--- src/hw/rtl/least_squares_line_fit_top_macros.svh ---
// Assertion macros shared by the line-fit RTL
`ifndef LEAST_SQUARES_LINE_FIT_TOP_MACROS_SVH
`define LEAST_SQUARES_LINE_FIT_TOP_MACROS_SVH

// same-cycle implication, disabled in reset
`define LSLF_ASSERT_SAME(label, ante, cons, msg) \
  label: assert property (@(posedge clk) disable iff (rst) (ante) |-> (cons)) \
    else $error(msg);

// next-cycle implication, disabled in reset
`define LSLF_ASSERT_NEXT(label, ante, cons, msg) \
  label: assert property (@(posedge clk) disable iff (rst) (ante) |=> (cons)) \
    else $error(msg);

`endif

--- src/hw/rtl/lslf_pkg.sv ---
// Shared constants and types of the least-squares line fit
package lslf_pkg;

  localparam int DEF_MAX_SAMPLES  = 4096;
  localparam int DEF_SAMPLE_WIDTH = 16;
  localparam int DEF_SAMPLE_FRAC  = 8;
  localparam int DEF_RESULT_FRAC  = 16;

  localparam int RES_W       = 32;
  localparam int Q_W         = RES_W + 1;
  localparam int COUNT_OUT_W = 13;
  localparam int STATUS_W    = 2;
  localparam int SUM_W       = 32;
  localparam int WIDE_W      = 48;
  localparam int HALF_W      = WIDE_W / 2;
  localparam int MUL_W       = 33;
  localparam int PROD_W      = 2 * MUL_W;
  localparam int ACC_W       = 82;

  typedef enum logic [STATUS_W-1:0] {
    ST_OK, ST_SINGULAR, ST_TOO_MANY, ST_SATURATED
  } fit_status_t;

  typedef struct packed {
    logic busy;
    logic done;
    logic sat;
  } div_stat_t;

endpackage

--- src/hw/rtl/lslf_div.sv ---
// Restoring divider with round-to-nearest and 32-bit saturation
module lslf_div #(
  parameter int NUM_W = lslf_pkg::ACC_W + lslf_pkg::DEF_RESULT_FRAC,
  parameter int DEN_W = lslf_pkg::ACC_W + lslf_pkg::DEF_SAMPLE_FRAC
) (
  input  logic                        clk,
  input  logic                        rst,
  input  logic                        start,
  input  logic                        neg,
  input  logic [NUM_W-1:0]            num,
  input  logic [DEN_W-1:0]            den,
  output logic [lslf_pkg::RES_W-1:0]  quot,
  output lslf_pkg::div_stat_t         stat
);
  import lslf_pkg::*;

  localparam int CNT_W = $clog2(NUM_W + 1);
  localparam logic [Q_W:0] LIM_POS = (Q_W + 1)'((64'd1 << (RES_W - 1)) - 64'd1);
  localparam logic [Q_W:0] LIM_NEG = (Q_W + 1)'(64'd1 << (RES_W - 1));
  localparam logic [RES_W-1:0] RES_MAX = {1'b0, {(RES_W - 1){1'b1}}};
  localparam logic [RES_W-1:0] RES_MIN = {1'b1, {(RES_W - 1){1'b0}}};

  typedef enum logic [1:0] {D_IDLE, D_RUN, D_ROUND} dstate_t;

  dstate_t          dstate;
  logic [NUM_W-1:0] numsh;
  logic [DEN_W-1:0] den_r;
  logic [DEN_W-1:0] rem;
  logic [DEN_W-1:0] rem_next;
  logic [Q_W-1:0]   q;
  logic             qovf;
  logic             neg_r;
  logic [CNT_W-1:0] cnt;
  logic             sat;
  logic             done;
  logic [DEN_W:0]   trial;
  logic [DEN_W:0]   diff;
  logic             ge;
  logic             rnd;
  logic [Q_W:0]     q_rnd;
  logic [Q_W:0]     lim;
  logic             over;
  logic [RES_W-1:0] quot_next;

  always_comb begin
    trial     = {rem, numsh[NUM_W-1]};
    diff      = trial - {1'b0, den_r};
    ge        = trial >= {1'b0, den_r};
    rem_next  = ge ? diff[DEN_W-1:0] : trial[DEN_W-1:0];
    rnd       = {rem, 1'b0} >= {1'b0, den_r};
    q_rnd     = {1'b0, q} + (Q_W + 1)'(rnd);
    lim       = neg_r ? LIM_NEG : LIM_POS;
    over      = qovf || (q_rnd > lim);
    if (over) begin
      quot_next = neg_r ? RES_MIN : RES_MAX;
    end else if (neg_r) begin
      quot_next = -q_rnd[RES_W-1:0];
    end else begin
      quot_next = q_rnd[RES_W-1:0];
    end
  end

  always_ff @(posedge clk) begin
    if (rst) begin
      dstate <= D_IDLE;
      done   <= 1'b0;
    end else begin
      done <= 1'b0;
      case (dstate)
        D_IDLE: begin
          if (start) begin
            numsh  <= num;
            den_r  <= den;
            neg_r  <= neg;
            rem    <= '0;
            q      <= '0;
            qovf   <= 1'b0;
            cnt    <= CNT_W'(NUM_W);
            dstate <= D_RUN;
          end
        end
        D_RUN: begin
          rem   <= rem_next;
          q     <= {q[Q_W-2:0], ge};
          qovf  <= qovf | q[Q_W-1];
          numsh <= numsh << 1;
          cnt   <= cnt - CNT_W'(1);
          if (cnt == CNT_W'(1)) begin
            dstate <= D_ROUND;
          end
        end
        D_ROUND: begin
          quot   <= quot_next;
          sat    <= over;
          done   <= 1'b1;
          dstate <= D_IDLE;
        end
        default: dstate <= D_IDLE;
      endcase
    end
  end

  assign stat.busy = (dstate != D_IDLE);
  assign stat.done = done;
  assign stat.sat  = sat;

endmodule
--- config.mk ---
export PLATFORM = sky130hd
export DESIGN_NAME = lslf_div
export DESIGN_NICKNAME = d
export VERILOG_FILES = /design/src/hw/rtl/least_squares_line_fit_top_macros.svh /design/src/hw/rtl/lslf_pkg.sv /design/src/hw/rtl/lslf_div.sv
export SDC_FILE = /design/constraint.sdc
export NUM_CORES = 1
export LEC_CHECK = 0
export BUFFER_PORTS_ARGS = -buffer_cell sky130_fd_sc_hd__buf_2
export CORE_ASPECT_RATIO = 1.75
export CORE_MARGIN = 2
export CORE_UTILIZATION = 35
export DETAILED_ROUTE_END_ITERATION = 10
export GPL_TIMING_DRIVEN = 0
export PLACE_DENSITY_LB_ADDON = 0.25
export SLEW_MARGIN = 25
export SYNTH_ARGS = -nofsm -noshare
export SYNTH_HDL_FRONTEND = slang
export SYNTH_SLANG_ARGS = --single-unit
--- constraint.sdc ---
create_clock -name clk -period 31.1 [get_ports clk]
set_input_delay 9.33 -clock clk [delete_from_list [all_inputs] [get_ports clk]]
set_output_delay 9.33 -clock clk [all_outputs]
set_load 0.01 [all_outputs]
# Word level (Yosys, flattened, before mapping)
# Cells that the tools add are included.
[word_totals]
elab_cells = 52
reg_bits = 356
out_inout_bits = 35
inputBits = 192
[classes]
addsub = 4
order_cmp = 3
bitwise_logic = 2
reduce_logical = 8
n_eq_ne = 5
n_mux = 19
[ops]
columns = ["cell", "count"]
rows = [
  ["98-bit case mux with 2 select lines", 1],
  ["91-bit by 90-bit greater-or-equal comparator with 1-bit output", 2],
  ["90-bit two-way mux", 2],
  ["90-bit case mux with 2 select lines", 1],
  ["32-bit two-way mux", 4],
  ["98-bit two-way mux", 1],
  ["90-bit subtractor", 1],
  ["33-bit case mux with 2 select lines", 1],
  ["33-bit by 1-bit adder with 34-bit output", 1],
  ["34-bit by 32-bit > comparator with 1-bit output", 1],
  ["33-bit two-way mux", 1],
  ["32-bit negator", 1],
  ["7-bit case mux with 2 select lines", 1],
  ["7-bit by 1-bit == test with 1-bit output, second input constant", 1],
  ["7-bit two-way mux", 1],
  ["7-bit by 1-bit subtractor with 7-bit output, second input constant", 1],
  ["3-bit AND reduction", 2],
  ["2-bit two-way mux", 2],
  ["2-bit inequality test, second input constant", 2],
  ["2-bit case mux with 2 select lines", 1],
  ["2-bit AND reduction", 2],
  ["2-bit nonzero test", 2],
  ["2-bit by 1-bit == test with 1-bit output, second input constant", 1],
  ["2-bit == test, second input constant", 1],
  ["6 further kinds", 7],
]

# Logic depth before layout (Yosys ltp)
# Gate-level depths: netlist of the first run.
[logic_depth]
ltp_word = 5
mapped_depth = 32
depth_no_buf = 29

# Least setup slack after synthesis of the first run
# Ideal clock, no wire load.
[synth_path]
path_kind = "input port to flip-flop"
from = "in rst"
to = "reg cnt[0], enable pin"
path_buffers = 0
setup_time_ns = 1.136
cell_stages = 1
t_arrival_ns = 25.283
required_ns = 29.964
path_slack_ns = 4.681
path_cell_list = "o21ai_0"
[synth_between]
elab_chain_cells = 2
[synth_lines]
columns = ["item", "line_no", "text"]
rows = [
  ["start, declared", "lslf_div.sv:7", "input logic rst,"],
  ["1-bit NOT (no line)", "-", ""],
  ["3-bit AND reduction (no line)", "-", ""],
  ["end signal, assigned", "lslf_div.sv:78", "cnt <= CNT_W'(NUM_W);"],
  ["end signal, assigned", "lslf_div.sv:87", "cnt <= cnt - CNT_W'(1);"],
  ["end, declared", "lslf_div.sv:33", "logic [CNT_W-1:0] cnt;"],
]
# Every way passes these cells.
# A chain may end at the register's enable or synchronous reset.

# Final worst setup path of the first run
[layout_path]
from = "in rst"
to = "reg numsh[63], enable pin"
[layout_between]
elab_chain_cells = 2
[layout_lines]
columns = ["item", "line_no", "text"]
rows = [
  ["1-bit NOT (no line)", "-", ""],
  ["3-bit AND reduction (no line)", "-", ""],
  ["end signal, assigned", "lslf_div.sv:72", "numsh <= num;"],
  ["end signal, assigned", "lslf_div.sv:86", "numsh <= numsh << 1;"],
  ["end, declared", "lslf_div.sv:26", "logic [NUM_W-1:0] numsh;"],
]
# Every way passes these cells.

==> metrics.txt, run 1 <==
largest net degree at the start of global routing 56; RSZ-0062 raised after global routing false; Crit path max-delay family buffers and inverters; Tot Pwr 1.46 mW; Detailed Place HPWL 56.3 mm; TritonRoute pass-1 iters 7; HP Class flop to flop; # clock sinks 356; synthesized flop and latch total 356; sequential-to-total area share from yosys stat 47.1%; fin util 41.2%; Synth Warn # 0; Worst path max stage delay 730 ps; sw power 0.474 mW; Die Ht 340 um; most frequent cells in the layout nand2_1, edfxtp_1, buf_2; commonest non-fill, non-tap cell in the layout nand2_1; CP arrival 11480 ps; crit-path cells buf_2 -> or4b_2 -> o21ai_4 -> buf_16 -> buf_16 -> buf_16 -> buf_16 -> buf_16; CP Max Fanout 25; Synth Area per Inst 9.22 um^2; GRT Overall Usage 21.2%; Clock Tree Buf Depth 3; Gate power share 26.6%; CTS resizes 0; Max Fclk 89.4 MHz; H-Tree Depth 2; DRC 0; Worst-Skew Late Latency 590 ps; die footprint 66800 um^2; first-pass GRT wire length 109 mm; RD Place Congestion 0.950; Clock power frac 32.1%; DIE WIDTH 196 um; initial antenna violation count 7; setup TNS 0 ps; Mapped Cells 2456; IO buf count 226; pre-CTS WS 19290 ps; P_leak 11.0 nW; number of setup buffers added after CTS 0; Setup WS post-layout 19910 ps; Clock transition at path regs 60 ps; nets 3060; layout cells sized above 1 13.5%; Final Hold Viols 0; CTS Buf Count 38; gr ovfl total 0; Max Slew Vio Count 0; Internal 0.985 mW; Yosys cell types 91; clk_skew 28.4 ps; Worst-Margin Slew 1100 ps; worst path bufs/invs 6; status finished, final reports clean; most used cell, CP buf_16; synthesized cell area 22600 um^2; WL final 71.5 mm; slew margin rel. 26.1%; Peak VDD IR 41.5 uV; Ports 227; final setup fails 0; EDFF count, synth 353; ys async rst share 0%; Slowest-stage cell, CP or4b_2; WHS 511 ps; Initial Utilization 35.3%; Rows 123; Sw Ratio 32.5%; Syn Nets 2776; Avg WL per Cell 20.0 um; fin crit share 36.0%; Vias 19100; R2R Setup Slk 22410 ps; post-route ant nets 0; Hold Buf Count CTS 0; Iteration-0 DRC Markers 1122; core region area 64200 um^2; endpoint type of the worst setup path flop; Data required, critical path 31390 ps; vias in the first global route 19800; vias per cell 5.33; TritonCTS clock tree built; startpoint types primary input; min Tclk post-route 11190 ps; Synth Flop Type edfxtp_1; P per Cell Area 55.1 nW/um^2; Sequential Power Share 41.3%; critical path type primary input to flop; MaxCap Viol Count 0; Area Overhead vs Synth 16.9%; CTS root buffer clkbuf_16
[state kept, by name (all words and copies together), names as in the netlist]
name and flops:
cnt 7, den_r 90, done 1, dstate 2, neg_r 1, numsh 98
q 33, qovf 1, quot 32, rem 90, sat 1
[path summary, 6_finish.rpt]
| kind | cells past startpoint | endpoint | startpoint |
|---|---|---|---|
| hold reg to reg | 2 | numsh[17]$_DFFE_PP_ | numsh[16]$_DFFE_PP_ |
| setup / recovery | 8 | numsh[63]$_DFFE_PP_ | rst |
| setup reg to reg | 27 | quot[7]$_DFFE_PP_ | rem[63]$_SDFFCE_PN0P_ |
| hold / removal | 2 | numsh[17]$_DFFE_PP_ | numsh[16]$_DFFE_PP_ |
[power groups by stage]
stage,clock network [mW],registers (mW),logic [mW]
after floorplan,0,0.626,0.257
after global placement,0,0.642,0.367
after detailed placement,0,0.612,0.385
after CTS,0.484,0.602,0.387
after global routing,0.500,0.606,0.428
final,0.469,0.602,0.388
[metal layers]
layer  up-vias  part of all wire (%)  GRT usage, %
met1      9018                    38          22.4
met4         4                   5.7          11.8
li1       9351                     -             -
met3       195                   3.7          2.82
met2       518                    53          40.3
met5         -                 0.041             0
[stage by stage]
stage	cell area, um^2	cells
2_1_floorplan	22600	2456
3_3_place_gp	24800	3494
3_5_place_dp	25200	3512
4_1_cts	26500	3576
5_1_grt	26500	3581
6_report	26500	3581
[layout make-up]
| type | instances | area (um^2) |
|---|---|---|
| Clock inverter | 16 | 218 |
| Buffer | 140 | 654 |
| Fill cell | 6317 | 37700 |
| Timing Repair Buffer | 244 | 1550 |
| Multi-Input combinational cell | 1798 | 10700 |
| Antenna cell | 5 | 12.5 |
| Sequential cell | 356 | 10700 |
| Inverter | 162 | 613 |
| Tap cell | 812 | 1020 |
| Clock buffer | 48 | 1010 |
[logic make-up after synthesis]
| kind of cell | synth area share (%) |
|---|---|
| AND/OR/NAND/NOR | 19.5 |
| AO/OA/AOI/OAI | 16.3 |
| flip-flops | 47.1 |
| buffers and inverters | 5.57 |
| adder cells (fa/ha/maj) | 7.11 |
| XOR/XNOR | 4.30 |
| multiplexers | 0.0885 |
[Yosys cell counts, types with 35 or more instances]
library cell  instances  area share, %
a21o_1               47            1.6
a21oi_1             223            4.9
and2_1               38            1.1
clkbuf_1            102            1.7
edfxtp_1            353             47
ha_1                127            7.0
inv_1               161            2.7
nand2_1             531            8.8
nand3_1              49            1.1
nand4_1              68            1.9
nor2_1              128            2.1
nor3_1               40           0.88
o21ai_0             114            2.5
o21bai_1             35            1.2
xnor2_1              65            2.5
xor2_1               46            1.8
[tightest hold or removal path, stage by stage (launching register included)]
cell      delay (ps)
edfxtp_1         320
nand2_1           50
nand2_1           40
No activity file was read; power rests on OpenSTA's default activity.
==> run 2: changes to the inputs <==
- clock period: 31.1 -> 9.8 ns (I/O delays scaled with it)
==> run 2 against run 1 <==
Compared with the run above: die area did not move; combinational power rose to 3.2 times the previous value; clock skew fell by 8.4 ps; first-iteration DRC count fell by 2.9%; global-route usage fell by 0.079 points; power rose to 3.3 times the previous value; sequential share of layout area fell by 0.33 points; count of clock-buffer cells in the layout fell by 6; worst hold slack got worse by 0.78 ps.
==> metrics.txt, run 2 (synthesized netlist as in run 1, its figures left out) <==
status finished, final reports clean; Sw Ratio 31.2%; Data required, critical path 10100 ps; largest net degree at the start of global routing 47; DRC 0; clk_skew 20.0 ps; startpoint types flop; layout cells sized above 1 13.7%; CTS root buffer clkbuf_16; Rows 123; Sequential Power Share 39.4%; slew margin rel. 25.3%; gr ovfl total 0; Final Hold Viols 0; TritonCTS clock tree built; fin crit share 88.2%; Worst-Skew Late Latency 590 ps; WL final 71.7 mm; vias per cell 5.37; MaxCap Viol Count 0; most used cell, CP ha_1; CTS resizes 0; Avg WL per Cell 20.0 um; Iteration-0 DRC Markers 1089; Clock power frac 35.2%; GRT Overall Usage 21.1%; Clock Tree Buf Depth 3; most frequent cells in the layout nand2_1, edfxtp_1, buf_2; Worst-Margin Slew 1120 ps; Slowest-stage cell, CP nor4_1; Post-Layout Inst Area 26700 um^2; final setup fails 0; post-placement cell area 25200 um^2; Vias 19300; top flop regs numsh x98, den_r x90, rem x90; DIE WIDTH 196 um; Gate power share 25.4%; Setup WS post-layout 1150 ps; min Tclk post-route 8650 ps; initial antenna violation count 5; Max Slew Vio Count 0; CP Max Fanout 10; Worst path max stage delay 750 ps; RSZ-0062 raised after global routing false; CP arrival 8940 ps; first-pass GRT wire length 109 mm; critical path type flop to flop; vias in the first global route 19800; # clock sinks 356; RD Place Congestion 0.964; Die Ht 340 um; H-Tree Depth 2; Initial Utilization 35.3%; Layout fillers 6402; max FFs per register 98; sw power 1.51 mW; Reg with most FFs numsh; nets 3059; Ports 227; P_leak 11.0 nW; pre-CTS WS 1260 ps; Internal 3.33 mW; Clock transition at path regs 70 ps; Detailed Place HPWL 56.3 mm; die footprint 66800 um^2; HP Class flop to flop; CTS Buf Count 38; Hold Buf Count CTS 0; core region area 64200 um^2; number of setup buffers added after CTS 0; TritonRoute pass-1 iters 7; P per Cell Area 182 nW/um^2; IO buf count 226; Max Fclk 116 MHz; endpoint type of the worst setup path flop; Area Overhead vs Synth 17.9%; commonest non-fill, non-tap cell in the layout nand2_1; Peak VDD IR 167 uV; post-route ant nets 0
==> run 2: per-stage QoR <==
step	hold slack (ps)	power, mW	util [%]	TNS, ps	instances
after global routing	534	5.08	41.6	0	3585
final	511	4.85	41.6	0	3585
after floorplan	460	2.76	-	0	2456
after CTS	511	4.89	41.6	0	3580
after detailed placement	493	3.16	39.3	0	3511
after global placement	488	3.14	38.6	-616140	3494
==> run 2: worst paths after layout <==
| kind | end | startpoint | slack (ps) | depth (start not counted) |
|---|---|---|---|---|
| setup reg to reg | quot[2]$_DFFE_PP_ | den_r[63]$_DFFE_PP_ | 1150 | 28 |
| hold reg to reg | numsh[11]$_DFFE_PP_ | numsh[10]$_DFFE_PP_ | 510 | 2 |
| hold / removal | numsh[11]$_DFFE_PP_ | numsh[10]$_DFFE_PP_ | 510 | 2 |
| setup / recovery | quot[2]$_DFFE_PP_ | den_r[63]$_DFFE_PP_ | 1150 | 28 |
==> run 2: layout make-up <==
class	instances	area [um^2]	area share, %
Buffer	140	653	2.45
Clock inverter	27	473	1.77
Clock buffer	42	987	3.70
Tap cell	812	1020	3.81
Timing Repair Buffer	243	1530	5.74
Inverter	162	613	2.30
Multi-Input combinational cell	1798	10700	40.2
Sequential cell	356	10700	40.0
Antenna cell	5	12.5	0.0469
==> run 2: metal layers <==
metal  GRT usage [%]  part of all wire [%]
met1            22.4                    37
met2            40.2                    53
met3            2.30                   3.6
met4            12.2                   5.9
met5               0                     0
==> run 2: critical path: cells and delay by family, from the launching register on <==
family / cells / cell delay [ps]
buf+inv: 5 / 1300
xor+xnor: 1 / 390
flops: 1 / 400
compound gates: 8 / 2050
simple gates: 10 / 3110
fa+ha+maj: 4 / 1070
==> run 2: power by group through the flow <==
stage	clock [mW]	combinational [mW]	sequential, mW
after global placement	0	1.17	1.97
after global routing	1.80	1.36	1.92
after detailed placement	0	1.22	1.94
final	1.71	1.23	1.91
after floorplan	0	0.814	1.94
after CTS	1.76	1.23	1.91
==> run 3: changes to the inputs <==
- REMOVE_ABC_BUFFERS: default -> 1
==> run 3 against run 2 <==
Compared with the run above: register-to-register slack got worse by 50 ps; die area unchanged; critical path depth decreased by 2; largest cell class unchanged; highest routed layer is now met5.
==> metrics.txt, run 3 (synthesized netlist as in run 1, its figures left out) <==
reg-to-reg endpoint quot[3]$_DFFE_PP_; Worst-Margin Slew 984 ps; P per Cell Area 176 nW/um^2; final setup fails 0; initial antenna violation count 4; Tot Pwr 4.61 mW; critical path type flop to flop; Setup WS post-layout 1110 ps; GRT Overall Usage 19.1%; TritonCTS clock tree built; worst path bufs/invs 2; Rows 123; largest net degree at the start of global routing 59; setup TNS 0 ps; CTS root buffer clkbuf_16; endpoint type of the worst setup path flop; most used cell, CP ha_1; HP Class flop to flop; Initial Utilization 35.3%; pre-CTS WS 1110 ps; Post-Layout Inst Area 26200 um^2; DRC 0; Avg WL per Cell 18.5 um; CTS Buf Count 39; CP arrival 9010 ps; layout cells sized above 1 13.9%; Final Hold Viols 0; Crit Reg-Reg Startpoint rem[64]$_SDFFCE_PN0P_; Hold Buf Count CTS 0; RSZ-0062 raised after global routing false; max FFs per register 98; Worst path max stage delay 720 ps; number of setup buffers added after CTS 0; most frequent cells in the layout nand2_1, edfxtp_1, buf_2; Critical Path Start rem[64]$_SDFFCE_PN0P_; slew margin rel. 33.7%; top flop regs numsh x98, den_r x90, rem x90; Reg with most FFs numsh; core region area 64200 um^2; startpoint types flop; CTS resizes 0; Max Fclk 115 MHz; post-placement cell area 24900 um^2; commonest non-fill, non-tap cell in the layout nand2_1; min Tclk post-route 8690 ps; nets 2938; Data required, critical path 10110 ps; die footprint 66800 um^2; # clock sinks 356; Worst-Skew Late Latency 580 ps; n_diodes 0; clk_skew 21.2 ps; Clock Tree Buf Depth 3; P_leak 10.9 nW; Layout fillers 6367; Crit path max-delay family simple AND/OR/NAND/NOR gates; Ports 227; CP Max Fanout 20; vias in the first global route 19100; Vias 18500; post-route ant nets 0; WHS 509 ps; gr ovfl total 0; IO buf count 226; H-Tree Depth 2; TritonRoute pass-1 iters 7; WL final 63.9 mm; Die Ht 340 um; R2R depth 26; RD Place Congestion 0.926; Area Overhead vs Synth 15.8%; fin crit share 88.7%; Hold Startpoint numsh[73]$_DFFE_PP_; vias per cell 5.35; Max Slew Vio Count 0; critical path depth 26; Peak VDD IR 137 uV; Critical Path End quot[3]$_DFFE_PP_; DIE WIDTH 196 um; Detailed Place HPWL 49.2 mm; Slowest-stage cell, CP nor4_1; R2R Setup Slk 1110 ps; first-pass GRT wire length 101 mm; Iteration-0 DRC Markers 898; status finished, final reports clean; Clock transition at path regs 70 ps; MaxCap Viol Count 0
run 3: cell types whose count changed in the layout (fill, tap and decap cells not counted), moves of 5 or more:
cell,before,now
buf_1,6,0
buf_12,0,5
buf_2,240,226
bufinv_16,12,4
clkbuf_1,105,6
clkbuf_8,5,0
diode_2,5,0
inv_6,1,6
run 3: how the worst min path moves through the flow:
stage                               end  slack [ps]  cells past startpoint
floorplan               done$_SDFF_PP0_         460                      1
global placement    numsh[64]$_DFFE_PP_         490                      2
detailed placement  numsh[76]$_DFFE_PP_         500                      2
CTS                 numsh[74]$_DFFE_PP_         510                      2
global route        numsh[52]$_DFFE_PP_         520                      2
finish              numsh[74]$_DFFE_PP_         510                      2
run 3: power breakdown:
| part | switching [mW] | leakage (nW) | internal [mW] |
|---|---|---|---|
| logic | 0.737 | 6.86 | 0.446 |
| clock network | 0.664 | 0.625 | 0.854 |
| registers | 0.0635 | 3.37 | 1.85 |
| total | 1.46 | 10.9 | 3.15 |
run 3: metal layers:
metal / routed length, um / up-vias / track usage, %
met5: 49 / - / 0
met3: 2850 / 194 / 3.25
met2: 33500 / 522 / 36.2
met4: 3600 / 8 / 10.3
li1: - / 9117 / -
met1: 23900 / 8656 / 19.8
run 3: stage by stage:
stage	utilization [%]	std cells
4_1_cts	40.8	3456
6_report	40.8	3456
3_3_place_gp	37.6	3354
3_5_place_dp	38.8	3389
5_1_grt	40.8	3456
2_1_floorplan	-	2316
run 3: tightest hold or removal path, delay by kind of cell, from the launching register on:
kind	cells	cell delay [ps]
AND/OR/NAND/NOR	2	100
flip-flops	1	320
run 3: area by class of cell:
type / count / area (um^2) / share of cell area, %
Inverter: 162 / 613 / 2.34
Multi-Input combinational cell: 1798 / 10800 / 41.1
Clock buffer: 45 / 998 / 3.81
Clock inverter: 22 / 289 / 1.10
Sequential cell: 356 / 10700 / 40.7
Tap cell: 812 / 1020 / 3.88
Timing Repair Buffer: 261 / 1850 / 7.07
